`src/rtl/hcsm_pkg.sv`:
```
package hcsm_pkg;

    localparam int HALL_W     = 3;
    localparam int OVR_W      = 16;
    localparam int AVG_OUT_W  = 16;
    localparam int SPEED_W    = 24;
    localparam int PP_W       = 8;
    localparam int CFG_IDX_W  = 8;
    localparam int CFG_DATA_W = 24;

    // Register indexes on the configuration channel.
    localparam logic [CFG_IDX_W-1:0] REG_DIRECTION      = 8'd0;
    localparam logic [CFG_IDX_W-1:0] REG_POLE_PAIRS     = 8'd1;
    localparam logic [CFG_IDX_W-1:0] REG_INDEX_POSITION = 8'd2;
    localparam logic [CFG_IDX_W-1:0] REG_SPEED_CONSTANT = 8'd3;

    localparam logic [PP_W-1:0]    POLE_PAIRS_RST     = 8'd2;
    localparam logic [HALL_W-1:0]  INDEX_POSITION_RST = 3'd1;
    localparam logic [SPEED_W-1:0] SPEED_CONSTANT_RST = 24'd2343750;
    localparam logic [PP_W-1:0]    INDEX_COUNT_RST    = 8'd1;

    // The divider quotient is scaled down by this factor to give the speed.
    localparam int SPEED_SCALE = 12;

    localparam logic MODE_TICK = 1'b0;
    localparam logic MODE_HALL = 1'b1;

    localparam logic DIR_CW  = 1'b0;

    // Six-step override patterns; hall codes 0 and 7 are invalid and give no drive.
    function automatic logic [OVR_W-1:0] override_lookup(input logic dir,
                                                         input logic [HALL_W-1:0] hall);
        logic [OVR_W-1:0] cw;
        logic [OVR_W-1:0] acw;
        case (hall)
            3'd1: begin cw = 16'h0210; acw = 16'h2001; end
            3'd2: begin cw = 16'h2004; acw = 16'h0810; end
            3'd3: begin cw = 16'h0204; acw = 16'h0801; end
            3'd4: begin cw = 16'h0801; acw = 16'h0204; end
            3'd5: begin cw = 16'h0810; acw = 16'h2004; end
            3'd6: begin cw = 16'h2001; acw = 16'h0210; end
            default: begin cw = 16'h0000; acw = 16'h0000; end
        endcase
        return (dir == DIR_CW) ? cw : acw;
    endfunction

endpackage

```
`src/rtl/hcsm_if.sv`:
```
interface hcsm_in_if import hcsm_pkg::*; ();
    logic              valid;
    logic              ready;
    logic              mode;
    logic [HALL_W-1:0] hall_bits;

    modport source (output valid, mode, hall_bits, input ready);
    modport sink   (input valid, mode, hall_bits, output ready);
endinterface

interface hcsm_out_if import hcsm_pkg::*; ();
    logic                 valid;
    logic                 ready;
    logic [OVR_W-1:0]     override_word;
    logic [AVG_OUT_W-1:0] period_average;
    logic [SPEED_W-1:0]   speed_value;
    logic                 speed_valid;
    logic                 revolution_done;

    modport source (output valid, override_word, period_average, speed_value, speed_valid,
                    revolution_done, input ready);
    modport sink   (input valid, override_word, period_average, speed_value, speed_valid,
                    revolution_done, output ready);
endinterface

interface hcsm_cfg_if import hcsm_pkg::*; ();
    logic                  valid;
    logic                  ready;
    logic [CFG_IDX_W-1:0]  index;
    logic [CFG_DATA_W-1:0] data;

    modport source (output valid, index, data, input ready);
    modport sink   (input valid, index, data, output ready);
endinterface

```
`src/rtl/hall_commutation_speed_meter_top.sv`:
```
// Six-step hall commutation with revolution timing and speed calculation.
// Input channel i_in: each beat is a timer tick (mode 0) or a hall change (mode 1)
// with the three hall levels. Output channel o_out: one result beat per input beat,
// carrying the override word, the averaged period, the speed and two flags.
// Configuration channel i_cfg: always ready; index 0 direction, 1 pole pairs,
// 2 index position, 3 speed constant. Other indexes are ignored.
// A tick, or a hall beat that does not complete a revolution, gives its result in the
// cycle after acceptance, so ticks can follow one per cycle while the receiver keeps up.
// A revolution capture with a nonzero average runs a restoring divider for
// constant / average, one quotient bit per cycle in the divide state, then divides the
// quotient by twelve with a shift and a reciprocal multiplication in the scale state,
// which registers the result. A capture with a zero average gives its result in the
// cycle after acceptance.
// One beat is in flight at a time: i_in.ready is high only while the sequencer is idle
// and the output register is empty or being emptied in the same cycle.
// When the receiver stalls, the result is held and no further beat is accepted.
// Synchronous reset clears the period counter, average, held speed and override, sets
// the index count to one, restores the register defaults and empties the output register.
module hall_commutation_speed_meter_top import hcsm_pkg::*; #(
    parameter int COUNTER_BITS = 16
) (
    input logic         i_clk,
    input logic         i_rst_n,
    hcsm_in_if.sink     i_in,
    hcsm_out_if.source  o_out,
    hcsm_cfg_if.sink    i_cfg
);

    localparam int STEP_W = $clog2(SPEED_W);
    localparam logic [STEP_W-1:0] LAST_STEP = STEP_W'(SPEED_W - 1);

    // Division by twelve: drop two bits, then multiply by the rounded-up reciprocal
    // of three scaled by two to the power of RECIP_SHIFT.
    localparam int QUOT_W      = SPEED_W - 2;
    localparam int RECIP_SHIFT = QUOT_W + 1;
    localparam logic [QUOT_W-1:0] THIRD_RECIP = QUOT_W'(2796203);

    localparam logic [1:0] ST_IDLE  = 2'd0;
    localparam logic [1:0] ST_DIV   = 2'd1;
    localparam logic [1:0] ST_SCALE = 2'd2;

    logic                    r_direction;
    logic [PP_W-1:0]         r_pole_pairs;
    logic [HALL_W-1:0]       r_index_position;
    logic [SPEED_W-1:0]      r_speed_constant;

    logic [COUNTER_BITS-1:0] r_period_counter, n_period_counter;
    logic [PP_W-1:0]         r_index_count, n_index_count;
    logic [COUNTER_BITS-1:0] r_average, n_average;
    logic [SPEED_W-1:0]      r_held_speed, n_held_speed;
    logic [OVR_W-1:0]        r_held_override, n_held_override;

    logic [1:0]              r_state, n_state;
    logic [STEP_W-1:0]       r_step, n_step;
    logic [SPEED_W-1:0]      r_num, n_num;
    logic [COUNTER_BITS-1:0] r_rem, n_rem;
    logic [COUNTER_BITS-1:0] r_div, n_div;
    logic                    r_out_valid, n_out_valid;
    logic                    r_done, n_done;

    logic                    in_fire;
    logic                    capture;
    logic [COUNTER_BITS:0]   sum;
    logic [COUNTER_BITS-1:0] new_average;
    logic [COUNTER_BITS:0]   rem_sh;
    logic                    rem_geq;
    logic [COUNTER_BITS:0]   rem_diff;
    logic [2*QUOT_W-1:0]     scale_prod;
    logic [COUNTER_BITS+AVG_OUT_W-1:0] avg_ext;

    assign i_cfg.ready = 1'b1;
    assign i_in.ready  = (r_state == ST_IDLE) && (!r_out_valid || o_out.ready);
    assign in_fire     = i_in.valid && i_in.ready;

    assign capture = (i_in.mode == MODE_HALL) && (i_in.hall_bits == r_index_position)
                     && (r_index_count == r_pole_pairs);
    assign sum         = {1'b0, r_average} + {1'b0, r_period_counter};
    assign new_average = sum[COUNTER_BITS:1];

    // Divider step: one restoring subtract per cycle.
    assign rem_sh   = {r_rem, r_num[SPEED_W-1]};
    assign rem_geq  = rem_sh >= {1'b0, r_div};
    assign rem_diff = rem_sh - {1'b0, r_div};

    assign scale_prod = r_num[SPEED_W-1:2] * THIRD_RECIP;

    always_comb begin
        n_period_counter = r_period_counter;
        n_index_count    = r_index_count;
        n_average        = r_average;
        n_held_speed     = r_held_speed;
        n_held_override  = r_held_override;
        n_state          = r_state;
        n_step           = r_step;
        n_num            = r_num;
        n_rem            = r_rem;
        n_div            = r_div;
        n_out_valid      = r_out_valid;
        n_done           = r_done;

        if (r_out_valid && o_out.ready) begin
            n_out_valid = 1'b0;
        end

        case (r_state)
            ST_IDLE: begin
                if (in_fire) begin
                    n_done = 1'b0;
                    if (i_in.mode == MODE_TICK) begin
                        n_period_counter = r_period_counter + 1'b1;
                        n_out_valid      = 1'b1;
                    end else begin
                        n_held_override = override_lookup(r_direction, i_in.hall_bits);
                        if (capture) begin
                            n_period_counter = '0;
                            n_average        = new_average;
                            n_index_count    = INDEX_COUNT_RST;
                            n_done           = 1'b1;
                            if (new_average == '0) begin
                                n_held_speed = '0;
                                n_out_valid  = 1'b1;
                            end else begin
                                n_num   = r_speed_constant;
                                n_rem   = '0;
                                n_div   = new_average;
                                n_step  = '0;
                                n_state = ST_DIV;
                            end
                        end else begin
                            if (i_in.hall_bits == r_index_position) begin
                                n_index_count = r_index_count + 1'b1;
                            end
                            n_out_valid = 1'b1;
                        end
                    end
                end
            end
            ST_DIV: begin
                n_num  = {r_num[SPEED_W-2:0], rem_geq};
                n_rem  = rem_geq ? rem_diff[COUNTER_BITS-1:0] : rem_sh[COUNTER_BITS-1:0];
                n_step = r_step + 1'b1;
                if (r_step == LAST_STEP) begin
                    n_step  = '0;
                    n_state = ST_SCALE;
                end
            end
            ST_SCALE: begin
                n_held_speed = SPEED_W'(scale_prod[2*QUOT_W-1:RECIP_SHIFT]);
                n_out_valid  = 1'b1;
                n_state      = ST_IDLE;
            end
            default: begin
                n_state = ST_IDLE;
            end
        endcase
    end

    always_ff @(posedge i_clk) begin
        if (!i_rst_n) begin
            r_direction      <= DIR_CW;
            r_pole_pairs     <= POLE_PAIRS_RST;
            r_index_position <= INDEX_POSITION_RST;
            r_speed_constant <= SPEED_CONSTANT_RST;
        end else if (i_cfg.valid) begin
            case (i_cfg.index)
                REG_DIRECTION:      r_direction      <= i_cfg.data[0];
                REG_POLE_PAIRS:     r_pole_pairs     <= i_cfg.data[PP_W-1:0];
                REG_INDEX_POSITION: r_index_position <= i_cfg.data[HALL_W-1:0];
                REG_SPEED_CONSTANT: r_speed_constant <= i_cfg.data[SPEED_W-1:0];
                default: ;
            endcase
        end
    end

    always_ff @(posedge i_clk) begin
        if (!i_rst_n) begin
            r_period_counter <= '0;
            r_index_count    <= INDEX_COUNT_RST;
            r_average        <= '0;
            r_held_speed     <= '0;
            r_held_override  <= '0;
            r_state          <= ST_IDLE;
            r_step           <= '0;
            r_out_valid      <= 1'b0;
            r_done           <= 1'b0;
        end else begin
            r_period_counter <= n_period_counter;
            r_index_count    <= n_index_count;
            r_average        <= n_average;
            r_held_speed     <= n_held_speed;
            r_held_override  <= n_held_override;
            r_state          <= n_state;
            r_step           <= n_step;
            r_out_valid      <= n_out_valid;
            r_done           <= n_done;
        end
    end

    always_ff @(posedge i_clk) begin
        r_num <= n_num;
        r_rem <= n_rem;
        r_div <= n_div;
    end

    assign avg_ext = {{AVG_OUT_W{1'b0}}, r_average};

    assign o_out.valid           = r_out_valid;
    assign o_out.override_word   = r_held_override;
    assign o_out.period_average  = avg_ext[AVG_OUT_W-1:0];
    assign o_out.speed_value     = r_held_speed;
    assign o_out.speed_valid     = (r_average != '0);
    assign o_out.revolution_done = r_done;

endmodule

```
`src/flat_wrapper.sv`:
```
// flat-port wrapper written by rule: the top's interface ports become plain ports
module hall_commutation_speed_meter_top_flat import hcsm_pkg::*;
#(
    parameter int COUNTER_BITS = 16
)
  (i_clk, i_rst_n, i_in_valid, i_in_mode, i_in_hall_bits, i_in_ready, o_out_valid, o_out_override_word, o_out_period_average, o_out_speed_value, o_out_speed_valid, o_out_revolution_done, o_out_ready, i_cfg_valid, i_cfg_index, i_cfg_data, i_cfg_ready);
  hcsm_in_if i_in_i ();
  hcsm_out_if o_out_i ();
  hcsm_cfg_if i_cfg_i ();
  input logic i_clk;
  input logic i_rst_n;
  input wire logic [$bits(i_in_i.valid)-1:0] i_in_valid;
  input wire logic [$bits(i_in_i.mode)-1:0] i_in_mode;
  input wire logic [$bits(i_in_i.hall_bits)-1:0] i_in_hall_bits;
  output wire logic [$bits(i_in_i.ready)-1:0] i_in_ready;
  output wire logic [$bits(o_out_i.valid)-1:0] o_out_valid;
  output wire logic [$bits(o_out_i.override_word)-1:0] o_out_override_word;
  output wire logic [$bits(o_out_i.period_average)-1:0] o_out_period_average;
  output wire logic [$bits(o_out_i.speed_value)-1:0] o_out_speed_value;
  output wire logic [$bits(o_out_i.speed_valid)-1:0] o_out_speed_valid;
  output wire logic [$bits(o_out_i.revolution_done)-1:0] o_out_revolution_done;
  input wire logic [$bits(o_out_i.ready)-1:0] o_out_ready;
  input wire logic [$bits(i_cfg_i.valid)-1:0] i_cfg_valid;
  input wire logic [$bits(i_cfg_i.index)-1:0] i_cfg_index;
  input wire logic [$bits(i_cfg_i.data)-1:0] i_cfg_data;
  output wire logic [$bits(i_cfg_i.ready)-1:0] i_cfg_ready;
  assign i_in_i.valid = i_in_valid;
  assign i_in_i.mode = i_in_mode;
  assign i_in_i.hall_bits = i_in_hall_bits;
  assign i_in_ready = i_in_i.ready;
  assign o_out_valid = o_out_i.valid;
  assign o_out_override_word = o_out_i.override_word;
  assign o_out_period_average = o_out_i.period_average;
  assign o_out_speed_value = o_out_i.speed_value;
  assign o_out_speed_valid = o_out_i.speed_valid;
  assign o_out_revolution_done = o_out_i.revolution_done;
  assign o_out_i.ready = o_out_ready;
  assign i_cfg_i.valid = i_cfg_valid;
  assign i_cfg_i.index = i_cfg_index;
  assign i_cfg_i.data = i_cfg_data;
  assign i_cfg_ready = i_cfg_i.ready;
  hall_commutation_speed_meter_top #(.COUNTER_BITS(COUNTER_BITS)) u_core (.i_clk(i_clk), .i_rst_n(i_rst_n), .i_in(i_in_i), .o_out(o_out_i), .i_cfg(i_cfg_i));
endmodule
```
`config.mk`:
```
export PLATFORM = sky130hd
export DESIGN_NAME = hall_commutation_speed_meter_top_flat
export DESIGN_NICKNAME = d
export VERILOG_FILES = /design/src/rtl/hcsm_pkg.sv /design/src/rtl/hcsm_if.sv /design/src/rtl/hall_commutation_speed_meter_top.sv /design/src/flat_wrapper.sv
export SDC_FILE = /design/constraint.sdc
export NUM_CORES = 1
export LEC_CHECK = 0
export ABC_AREA = 1
export BUFFER_PORTS_ARGS = -buffer_cell sky130_fd_sc_hd__buf_4
export CAP_MARGIN = 20
export CORE_MARGIN = 4
export CORE_UTILIZATION = 60
export DETAILED_ROUTE_END_ITERATION = 8
export HOLD_SLACK_MARGIN = 0.03
export PLACE_DENSITY = 0.81
export RECOVER_POWER = 100
export SYNTH_ARGS = -nofsm -noshare
export SYNTH_HDL_FRONTEND = slang
export SYNTH_SLANG_ARGS = --single-unit
```
`constraint.sdc`:
```
create_clock -name i_clk -period 7.8 [get_ports i_clk]
set_clock_uncertainty 0.1 [all_clocks]
set_input_delay 1.56 -clock i_clk [delete_from_list [all_inputs] [get_ports i_clk]]
set_output_delay 1.56 -clock i_clk [all_outputs]
set_load 0.005 [all_outputs]
```
# After elaboration in Yosys (flattened, before gate mapping)
# Cells that the tools add are included.
[totals]
reg_bits = 181
out_inout_bits = 61
input_bits = 41
word_cells = 115
[op_classes]
muxes = 43
n_addsub = 5
n_bitwise = 1
n_reduce_logical = 27
n_eq_ne = 21
n_mul = 1
n_lt_le_gt_ge = 1
[op_table]
columns = ["op", "n"]
rows = [
  ["2-to-1 mux 24 bit", 8],
  ["one-hot mux 14 bit (6 select lines)", 2],
  ["2-to-1 mux 16 bit", 7],
  ["one-hot mux 24 bit (2 select lines)", 2],
  ["multiplier 22 x 22 -> 44 bit (second input constant)", 1],
  ["one-hot mux 16 bit (2 select lines)", 1],
  ["2-to-1 mux 5 bit", 5],
  ["AND reduction 5 bit", 4],
  ["adder 16 x 16 -> 17 bit", 1],
  [">= comparator 17 x 16 -> 1 bit", 1],
  ["adder 16 x 1 -> 16 bit (second input constant)", 1],
  ["equality test 8 x 2 -> 1 bit (second input constant)", 2],
  ["zero test 16 bit", 1],
  ["2-to-1 mux 8 bit", 2],
  ["nonzero test 16 bit", 1],
  ["subtractor 16 bit", 1],
  ["2-to-1 mux 14 bit", 1],
  ["2-to-1 mux 2 bit", 5],
  ["one-hot mux 5 bit (2 select lines)", 1],
  ["AND reduction 2 bit", 5],
  ["equality test 3 bit (second input constant)", 3],
  ["adder 8 x 1 -> 8 bit (second input constant)", 1],
  ["equality test 8 x 1 -> 1 bit (second input constant)", 1],
  ["equality test 8 bit", 1],
  ["other kinds (21)", 41],
]

# Logic depth before layout (Yosys ltp)
# Gate-level depths: netlist of the first run.
[depth]
depth_word = 7
ltp_mapped = 26
ltp_nobuf = 26

# Least setup slack after synthesis of the first run
# No wires, ideal clock.
[synth_path]
path_type = "flip-flop to flip-flop"
start = "register u_core.r_num[7]"
end = "register u_core.r_held_speed[11] (netlist: u_core.o_out.speed_value[11])"
required_time_ns = 7.630
path_buffers = 0
setup_slack_ns = 2.159
setup_ns = 0.070
stages_incl_launch_ff = 23
synth_period_minus_slack_ns = 5.641
arrival_ns = 5.470
cell_sequence = "edfxtp_1 -> ha_1 -> fa_1 -> inv_1 -> fa_1 -> inv_1 -> fa_1 -> fa_1 -> fa_1 -> inv_1 -> fa_1 -> inv_1 -> ha_1 -> nand2_1 -> nor2_1 -> inv_1 -> nor4_1 -> o21ai_0 -> nand2_1 -> nand2_1 -> nand3b_1 -> nand3_1 -> a21oi_1"
[synth_via]
elab_chain_len = 2
[synth_lines]
columns = ["element", "line", "source"]
rows = [
  ["start: declaration", "hall_commutation_speed_meter_top.sv:55", "logic [SPEED_W-1:0] r_num, n_num;"],
  ["start signal: assignment", "hall_commutation_speed_meter_top.sv:200", "r_num <= n_num;"],
  ["multiplier 22 x 22 -> 44 bit", "hall_commutation_speed_meter_top.sv:85", "assign scale_prod = r_num[SPEED_W-1:2] * THIRD_RECIP;"],
  ["one-hot mux 24 bit (2 select lines)", "hall_commutation_speed_meter_top.sv:105", "case (r_state)"],
  ["end signal: assignment", "hall_commutation_speed_meter_top.sv:190", "r_held_speed <= n_held_speed;"],
  ["end: declaration", "hall_commutation_speed_meter_top.sv:50", "logic [SPEED_W-1:0] r_held_speed, n_held_speed;"],
]
# Every way passes these cells.
# A chain may end at the register's enable or synchronous reset.

# Final worst setup path of the first run
[layout_path]
start = "register u_core.r_num[6]"
end = "register u_core.r_held_speed[14] (netlist: u_core.o_out.speed_value[14])"
# The elaborated chain is that of the path after synthesis.

==> results of run 1 <==
-- flip-flops by register name, summed over array words and instances (netlist names) --
register / cells
u_core.r_num: 24
u_core.r_speed_constant: 24
u_core.o_out.speed_value: 21
u_core.o_out.period_average: 16
u_core.r_div: 16
u_core.r_period_counter: 16
u_core.r_rem: 16
u_core.r_index_count: 8
u_core.r_pole_pairs: 8
u_core.o_out.override_word: 6
u_core.r_step: 5
u_core.r_index_position: 3
u_core.r_state: 2
u_core.o_out.revolution_done: 1
u_core.o_out.valid: 1
u_core.r_direction: 1
-- per-layer routing --
layer,GRT usage,vias to the layer above,share of wire
li1,-,7330,-
met1,0.4431,7353,0.44
met2,0.4798,644,0.45
met3,0.07151,113,0.085
met4,0.1102,0,0.033
met5,0,-,0
-- report_power, final --
group / internal, mW / switching, mW / leakage [nW] / total (mW)
sequential: 0.901 / 0.00291 / 1.35 / 0.904
clock: 0.445 / 0.425 / 0.278 / 0.870
combinational: 0.0232 / 0.0382 / 8.08 / 0.0614
-- cells by family after synthesis --
| kind of cell | count (synthesis) | synth area share |
|---|---|---|
| xor+xnor | 43 | 0.02118 |
| other cells | 2 | 0.0004140 |
| flops | 168 | 0.2163 |
| compound gates | 306 | 0.09292 |
| fa+ha+maj | 421 | 0.3612 |
| buf+inv | 521 | 0.1132 |
| simple gates | 789 | 0.1948 |
-- through the flow --
| stage | power, mW | setup slack, ns | util |
|---|---|---|---|
| 2_1_floorplan | 0.9574 | 2.159 | - |
| 3_3_place_gp | 0.9864 | 1.084 | 0.6429 |
| 3_5_place_dp | 0.9875 | 1.137 | 0.6429 |
| 4_1_cts | 1.842 | 1.059 | 0.6620 |
| 5_1_grt | 1.884 | 0.6383 | 0.6569 |
| 6_report | 1.835 | 0.8084 | 0.6569 |
-- synthesized netlist by cell type, types with 16 or more instances --
cell	instances	area share
nor2_1	169	0.035
o21ai_0	99	0.027
nand4_1	27	0.0093
a21oi_1	131	0.036
dfxtp_1	112	0.12
xor2_1	22	0.011
buf_4	16	0.0066
ha_1	250	0.17
xnor2_1	20	0.0097
nand2_1	390	0.081
clkbuf_1	19	0.0039
fa_1	171	0.19
edfxtp_1	56	0.093
nor3_1	20	0.0055
inv_1	461	0.095
nand3_1	109	0.030
-- worst max-delay path, stage by stage, from the launching register on --
cell,delay [ns]
edfxtp_1,0.59
ha_1,0.50
xor2_1,0.31
ha_1,0.21
a21oi_1,0.05
fa_1,0.55
inv_1,0.08
fa_1,0.52
fa_1,0.54
fa_1,0.57
inv_1,0.06
fa_1,0.38
inv_1,0.06
ha_1,0.27
nand2_1,0.21
nor2_1,0.32
nand2_1,0.20
nor4_1,0.58
nand4_1,0.34
nand3_1,0.18
nand2_1,0.06
nand3_1,0.10
a21oi_1,0.07
-- final timing paths --
check / from / endpoint / slack, ns / cells past startpoint
setup reg to reg: u_core.r_num[6] / u_core.o_out.speed_value[14] / 0.81 / 22
setup / recovery: u_core.r_num[6] / u_core.o_out.speed_value[14] / 0.81 / 22
hold / removal: u_core.r_speed_constant[2] / u_core.r_speed_constant[2] / 0.36 / 2
hold reg to reg: u_core.r_speed_constant[2] / u_core.r_speed_constant[2] / 0.36 / 2
-- final cells by class --
class                           instances  share of cell area
Timing Repair Buffer                   95             0.03423
Clock inverter                         12            0.005192
Sequential cell                       168              0.2010
Clock buffer                           20             0.02397
Tap cell                              390             0.02500
Multi-Input combinational cell       1573              0.6196
Inverter                              473             0.09101
==> summary.md, run 1 <==
| Metric | Value |
|---|---|
| Startpoint types | `flop` |
| Clock Sinks | `roughly 170` |
| Crit path DAT | `about 7.2 ns` |
| Final Hold Fails | `0` |
| Die Span X | `181.9 um` |
| N_diodes | `0` |
| First-pass GRT wire length | `82180 um` |
| Status | `finished, violations left` |
| Initial detailed-routing violation count | `about 1500` |
| Largest net degree at the start of global routing | `47` |
| Placed cell area | `19100 sq um` |
| Max Clock Freq | `around 140 MHz` |
| CP required | `8.03 ns` |
| Register area share after synthesis | `0.2163` |
| RSZ-0062 raised after global routing | `no` |
| H-tree depth | `4` |
| Final wirelength | `51060 um` |
| P_leak | `9.706 nW` |
| WL/cell | `approximately 19 um` |
| Setup TNS | `0 ns` |
| Initial Util | `0.6104` |
| Port buffer count | `87` |
| WS Path Type | `reg2reg` |
| Vias in the first global route | `15310` |
| Area grow syn2layout | `7.622%` |
| Die area | `33080 sq um` |
| Slew @ Worst Pin | `2.582 ns` |
| Most frequent cells in the layout | `inv_1 (464), nand2_1 (399), ha_1 (250)` |
| Power density over cell area | `93.98 nW/um^2` |
| GRT Total Usage | `0.3145` |
| Storage cell area | `3924 sq um` |
| Mapped Area | `18140 sq um` |
| CTS tree | `built` |
| Gp weighted congestion | `1.026` |
| Global route overflow | `0` |
| Syn Area/Cell | `8.062 sq um` |
| Max-slew violations | `111` |
| CTS clk-pin slew, worst paths | `0.08 ns` |
| Die Height | `181.9 um` |
| Ys flop type | `dfxtp_1` |
| CTS Hold Bufs | `0` |
| Hold Path Class | `reg2reg` |
| Post-layout min period | `about 7 ns` |
| CORE AREA | `29720 sq um` |
| Max FO, Critical Path | `8` |
| Final Non-Filler Cells | `2731` |
| Area taken by multi-input logic gates | `12100 sq um` |
| Layout cell share with drive strength beyond 1 | `0.06408` |
| Max IR drop VDD | `156.9 uV` |
| Fill count | `approximately 2600` |
| Clk buf depth | `2` |
| DRT antenna net count | `0` |
| Final setup viols | `0` |
| Synth Register Bits | `168` |
| DR vias | `15440` |
| Clock latency on the worst-skew pair | `0.48 ns` |
| Post-synth EDFFs | `56` |
| Via density | `5.654` |
| Root Buffer | `clkbuf_16` |
| Total of warnings raised by yosys | `0` |
| Post-synthesis cell count | `2250` |
| Hold Slack | `0.3637 ns` |
| Post-CTS resize count | `0` |
| Max-Cap Viols | `3` |
| DR pass1 iterations | `6` |
| Slew margin rel. | `-0.7216` |
| Final net count | `2790` |
| Post-CTS setup buffers | `0` |
| Endpoint class of the critical path | `flop` |
| Rows | `63` |
| Design area | `slightly below 20000 sq um` |
| Fin crit share | `0.8964` |
| Drt drc | `0` |
| CTS Buf Count | `17` |
| Failing checks | `capacitance limit, slew limit` |
| I/O Pins | `102` |
| Most common cell after layout, fill and taps aside | `inv_1` |
| Synth cell types | `58` |
| Dpl cells | `2698` |
| Initial antenna violation count | `0` |
| Post-DP HPWL | `42300 um` |
| Async S/R FF share, synth | `0` |
Power figures use the tool's default switching activity.
==> run 2: changes to the inputs <==
--- a/config.mk
+++ b/config.mk
@@ -13,7 +13,7 @@
 export DETAILED_ROUTE_END_ITERATION = 8
 export HOLD_SLACK_MARGIN = 0.03
 export PLACE_DENSITY = 0.81
-export RECOVER_POWER = 100
 export SYNTH_ARGS = -nofsm -noshare
 export SYNTH_HDL_FRONTEND = slang
 export SYNTH_SLANG_ARGS = --single-unit
+export TNS_END_PERCENT = 20
==> run 2 against run 1 <==
Effect of this change: clock power hardly changed; register-to-register slack better by 0.08 ns; total power is 0.35% higher; hold slack hardly changed; setup slack better by 0.078 ns; sequential power hardly changed; first-iteration DRC count is 3.2% higher; the flow now finishes without violations; flip-flop and latch count stayed put; cell area is 0.82% higher; critical path depth is 1 lower; via count is 0.27% lower; final cell count stayed put.
==> summary.md, run 2 (synthesized netlist as in run 1, its figures left out) <==
| Metric | Value |
|---|---|
| Crit path DAT | `7.21 ns` |
| Max incr delay on CP | `0.59 ns` |
| Psw | `between 0.4 and 0.5 mW` |
| CTS clk-pin slew, worst paths | `~0.080 ns` |
| Crit-path cells | `ha_1 -> xor2_1 -> ha_1 -> a21oi_1 -> fa_1 -> inv_1 -> fa_1 -> fa_1 -> fa_1 -> inv_1 -> fa_1 -> inv_1 -> ha_1 -> nand2_1 -> nor2_1 -> nand2_1 -> nor4_1 -> nand4_1 -> nand4_1 -> nand3_1 -> a21oi_1` |
| Rows | `63` |
| Die Height | `181.9 um` |
| Area grow syn2layout | `8.505%` |
| P_leak | `approximately 9.8 nW` |
| Slew @ Worst Pin | `0.9158 ns` |
| Die area | `33080 sq um` |
| Post-DP HPWL | `42300 um` |
| Layout cell share with drive strength beyond 1 | `0.08031` |
| WL/cell | `18.68 um` |
| CTS tree | `built` |
| Final Hold Fails | `0` |
| Reg2Reg Setup Slack | `0.89 ns` |
| Die Span X | `181.9 um` |
| Hold Path Class | `reg2reg` |
| N_diodes | `0` |
| Sw Ratio | `0.2558` |
| Status | `finished clean` |
| Max-slew violations | `0` |
| Clock Sinks | `between 150 and 200` |
| Drt drc | `0` |
| H-tree depth | `4` |
| Setup TNS | `0 ns` |
| Max-Cap Viols | `0` |
| Power density over cell area | `93.55 nW/um^2` |
| Initial detailed-routing violation count | `approximately 1500` |
| I/O Pins | `about 100` |
| Gate power share | `0.035` |
| Worst Setup Slack, final | `0.8867 ns` |
| CTS Buf Count | `17` |
| DR pass1 iterations | `8` |
| CORE AREA | `29720 sq um` |
| Reg2Reg Depth | `21` |
| GRT Total Usage | `0.3145` |
| Internal cell power | `1.370 mW` |
| Largest net degree at the start of global routing | `47` |
| CTS Hold Bufs | `0` |
| Clk network pwr share | `0.474` |
| DRT antenna net count | `0` |
| DR vias | `15400` |
| Post-CTS setup buffers | `0` |
| Fill count | `2542` |
| Clock latency on the worst-skew pair | `0.49 ns` |
| CP required | `8.10 ns` |
| Post-layout min period | `roughly 7 ns` |
| Critical Path Sink | `u_core.o_out.speed_value[14]` |
| Worst slack at placement | `1.137 ns` |
| R2R Path Start | `u_core.r_num[6]` |
| Most frequent cells in the layout | `inv_1 (461), nand2_1 (390), ha_1 (250)` |
| Slowest stage cell, crit path | `edfxtp_1` |
| Max IR drop VDD | `160.8 uV` |
| Dpl cells | `between 2000 and 3000` |
| Slew margin rel. | `0.3888` |
| Gp weighted congestion | `1.026` |
| Final setup viols | `0` |
| Final net count | `2790` |
| Final Non-Filler Cells | `between 2000 and 3000` |
| First-pass GRT wire length | `82180 um` |
| Via density | `5.638` |
| Root Buffer | `clkbuf_16` |
| Sequential share of power | `0.491` |
| Port buffer count | `87` |
| Post-CTS resize count | `0` |
| Endpoint class of the critical path | `flop` |
| Initial Util | `0.6104` |
| Fin crit share | `0.8863` |
| Vias in the first global route | `~15000` |
| Max Clock Freq | `144.6 MHz` |
| Startpoint types | `flop` |
| Clk buf depth | `2` |
| Reg2reg end | `u_core.o_out.speed_value[14]` |
| Cell mode on critical path | `fa_1` |
| Power Total | `1.841 mW` |
| Global route overflow | `0` |
| WS Path Type | `reg2reg` |
| RSZ-0062 raised after global routing | `no` |
| Max FO, Critical Path | `8` |
| Initial antenna violation count | `0` |
| Final wirelength | `51010 um` |
| Crit path from | `u_core.r_num[6]` |
| Most common cell after layout, fill and taps aside | `inv_1` |
==> run 2: worst max-delay path, delay by kind of cell, from the launching register on <==
kind	cells	cell delay, ns
fa+ha+maj	8	3.53
simple gates	7	1.90
flops	1	0.59
xor+xnor	1	0.31
compound gates	2	0.21
buf+inv	3	0.20
==> run 2: worst min-delay path by stage <==
stage	to	start	cells past startpoint	slack [ns]
finish	u_core.r_speed_constant[2]	u_core.r_speed_constant[2]	2	0.36
global route	u_core.o_out.revolution_done	u_core.o_out.revolution_done	2	0.39
CTS	u_core.r_speed_constant[2]	u_core.r_speed_constant[2]	2	0.36
detailed placement	u_core.r_speed_constant[2]	u_core.r_speed_constant[2]	2	0.34
global placement	u_core.r_speed_constant[1]	u_core.r_speed_constant[1]	2	0.34
floorplan	u_core.r_speed_constant[14]	u_core.r_speed_constant[14]	2	0.33
==> run 2: power by group through the flow <==
| stage | Clock (mW) | Sequential (mW) | Combinational, mW |
|---|---|---|---|
| 4_1_cts | 0.875 | 0.904 | 0.0641 |
| 6_report | 0.873 | 0.904 | 0.0648 |
| 2_1_floorplan | 0 | 0.923 | 0.0343 |
| 3_5_place_dp | 0 | 0.924 | 0.0639 |
| 5_1_grt | 0.913 | 0.904 | 0.0702 |
| 3_3_place_gp | 0 | 0.924 | 0.0629 |
==> run 2: final cells by class <==
class	instances	area (sq um)	share of cell area
clock buffer	20	467.9	0.02378
inverter	473	1780	0.09046
timing repair buffer	95	713.2	0.03624
sequential	168	3924	0.1994
clock inverter	12	101.3	0.005149
multi-input combinational	1573	12210	0.6202
tap	390	488.0	0.02479
==> run 2: layer usage <==
layer,vias up,track usage,routed length (um)
li1,7327,-,-
met1,7321,0.4431,22300
met2,635,0.4798,22780
met3,115,0.07151,4271
met4,0,0.1102,1663
met5,-,0,0
==> run 2: metrics by stage <==
stage	hold slack [ns]	cell area (sq um)	utilization
6_report	0.3638	19680	0.6623
5_1_grt	0.3907	19680	0.6623
4_1_cts	0.3644	19670	0.6620
3_3_place_gp	0.3388	19100	0.6429
2_1_floorplan	0.3292	18180	-
3_5_place_dp	0.3446	19100	0.6429
==> run 3: changes to the inputs <==
--- a/config.mk
+++ b/config.mk
@@ -12,6 +12,7 @@
 export CORE_UTILIZATION = 60
 export DETAILED_ROUTE_END_ITERATION = 8
 export HOLD_SLACK_MARGIN = 0.03
+export MAX_ROUTING_LAYER = met4
 export PLACE_DENSITY = 0.81
 export SYNTH_ARGS = -nofsm -noshare
 export SYNTH_HDL_FRONTEND = slang
==> run 3 against run 2 <==
Effect of this change: hold slack got worse by 0.0035 ns; combinational power rose by 2%; clock power fell by 2%; utilization about the same; first-iteration DRC count is 21% lower; critical path type unchanged; critical endpoint unchanged; largest cell class unchanged; highest routed layer unchanged.
==> summary.md, run 3 (synthesized netlist as in run 1, its figures left out) <==
| Metric | Value |
|---|---|
| Slowest stage cell, crit path | `nor4_1` |
| Met2 wire length | `23140 um` |
| Reg2Reg Depth | `21` |
| First-pass GRT wire length | `84050 um` |
| Max incr delay on CP | `a little over 0.6 ns` |
| Hold Path Class | `reg2reg` |
| Layout cell share with drive strength beyond 1 | `0.08073` |
| Worst Setup Slack, final | `0.6532 ns` |
| Initial Util | `0.6104` |
| Rows | `63` |
| Final setup viols | `0` |
| Startpoint types | `flop` |
| Worst slack at placement | `0.9005 ns` |
| DR vias | `15370` |
| Slew @ Worst Pin | `about 0.94 ns` |
| Final Hold Fails | `0` |
| Crit-path cells | `ha_1 -> xor2_1 -> ha_1 -> nor2_1 -> fa_1 -> inv_1 -> fa_1 -> fa_1 -> fa_1 -> inv_1 -> fa_1 -> inv_1 -> ha_1 -> nand2_1 -> nor2_1 -> nand2_1 -> nor4_1 -> nand4_1 -> nand4_1 -> nand3_1 -> a21oi_1` |
| Via density | `5.626` |
| Status | `finished clean` |
| Crit path from | `u_core.r_num[3]` |
| Final net count | `2790` |
| Drt drc | `0` |
| Internal cell power | `1.370 mW` |
| Gate power share | `0.036` |
| Area grow syn2layout | `8.567%` |
| Clock latency on the worst-skew pair | `0.46 ns` |
| DRT antenna net count | `0` |
| Root Buffer | `clkbuf_16` |
| Crit path DAT | `roughly 7.4 ns` |
| Vias in the first global route | `approximately 15000` |
| Cell mode on critical path | `fa_1` |
| Initial antenna violation count | `1` |
| Final wirelength | `52390 um` |
| Global route overflow | `0` |
| Slew margin rel. | `0.3713` |
| Sequential share of power | `0.494` |
| I/O Pins | `102` |
| WL met3 | `3975 um` |
| RSZ-0062 raised after global routing | `no` |
| Top Layer Used | `met4` |
| Max-slew violations | `0` |
| Critical Path Sink | `u_core.o_out.speed_value[14]` |
| Max IR drop VDD | `198.6 uV` |
| Storage cell area | `3924 sq um` |
| Fill count | `between 2000 and 3000` |
| Most common cell after layout, fill and taps aside | `inv_1` |
| Sw Ratio | `0.2509` |
| Port buffer count | `87` |
| H-tree depth | `4` |
| Die area | `33080 sq um` |
| Fin crit share | `0.9163` |
| WL/cell | `between 15 and 20 um` |
| Die Span X | `181.9 um` |
| Endpoint class of the critical path | `flop` |
| Post-CTS setup buffers | `0` |
| Psw | `0.4586 mW` |
| Post-DP HPWL | `about 44000 um` |
| CTS tree | `built` |
| Initial detailed-routing violation count | `~1200` |
| Largest net degree at the start of global routing | `47` |
| Area taken by multi-input logic gates | `~12000 sq um` |
| Setup TNS | `0 ns` |
| R2R Path Start | `u_core.r_num[3]` |
| DR pass1 iterations | `5` |
| Clock Sinks | `168` |
| Reg2reg end | `u_core.o_out.speed_value[14]` |
| CORE AREA | `29720 sq um` |
| Reg2Reg Setup Slack | `0.65 ns` |
| CTS clk-pin slew, worst paths | `0.09 ns` |
| Post-layout min period | `7.147 ns` |
| Gp weighted congestion | `0.9801` |
| Power density over cell area | `92.84 nW/um^2` |
| Clk network pwr share | `0.470` |
| WS Path Type | `reg2reg` |
| Post-Route M1 WL | `24060 um` |
| Most frequent cells in the layout | `inv_1 (461), nand2_1 (390), ha_1 (250)` |
| CP required | `8.07 ns` |
| Die Height | `roughly 180 um` |
| GRT Total Usage | `0.3327` |
| P_leak | `9.853 nW` |
| Max-Cap Viols | `0` |
| Post-layout util | `0.6627` |
| Max FO, Critical Path | `10` |
| Post-CTS resize count | `0` |
| Clk buf depth | `2` |
| CTS Hold Bufs | `0` |
| Max Clock Freq | `139.9 MHz` |
| CTS Buf Count | `17` |
## run 3: changes by cell type in the layout (fill, tap and decap cells not counted), sizes merged
| cell | previous run | this run |
|---|---|---|
| inv | 479 | 482 |
| clkinvlp | 2 | 0 |
| clkbuf | 20 | 19 |
| diode | 0 | 1 |
## run 3: per-layer routing
metal  up-vias  GRT usage
li1       7354          -
met1      7380     0.4776
met2       563     0.4891
met3        74    0.06110
met4         0    0.08766
met5         -          -
## run 3: power groups by stage
stage | Combinational (mW) | Sequential [mW] | Clock [mW]
floorplan | 0.0343 | 0.923 | 0
global placement | 0.0642 | 0.924 | 0
detailed placement | 0.0647 | 0.924 | 0
CTS | 0.0649 | 0.904 | 0.868
global route | 0.0708 | 0.904 | 0.904
finish | 0.0659 | 0.904 | 0.859
## run 3: cell type report
type	count	area share
Clock inverter	13	0.006227
Tap cell	390	0.02478
Inverter	473	0.09041
Multi-Input combinational cell	1573	0.6199
Sequential cell	168	0.1993
Clock buffer	19	0.02313
Antenna cell	1	0.0001271
Timing Repair Buffer	95	0.03622
## run 3: worst min-delay path by stage
stage,start,cells past startpoint,slack (ns),end
2_1_floorplan,u_core.r_speed_constant[14],2,0.33,u_core.r_speed_constant[14]
3_3_place_gp,u_core.r_speed_constant[8],2,0.34,u_core.r_speed_constant[8]
3_5_place_dp,u_core.r_speed_constant[16],2,0.35,u_core.r_speed_constant[16]
4_1_cts,u_core.r_speed_constant[16],2,0.36,u_core.r_speed_constant[16]
5_1_grt,u_core.r_speed_constant[14],2,0.40,u_core.r_speed_constant[14]
6_report,u_core.r_speed_constant[14],2,0.36,u_core.r_speed_constant[14]
## run 3: critical path, delay by kind of cell, from the launching register on
family	cells	cell delay [ns]
AO/OA/AOI/OAI	1	0.16
XOR/XNOR	1	0.51
adder cells (fa/ha/maj)	8	3.66
buffers and inverters	3	0.16
flip-flops	1	0.60
AND/OR/NAND/NOR	8	1.87
## run 3: metrics by stage
step	instance area [sq um]	hold slack [ns]	instances	power [mW]
final	19690	0.3603	2732	1.828
after global routing	19690	0.3991	2732	1.879
after CTS	19680	0.3642	2730	1.836
after detailed placement	19100	0.3456	2698	0.9883
after global placement	19100	0.3384	2698	0.9878
after floorplan	18180	0.3292	2262	0.9574
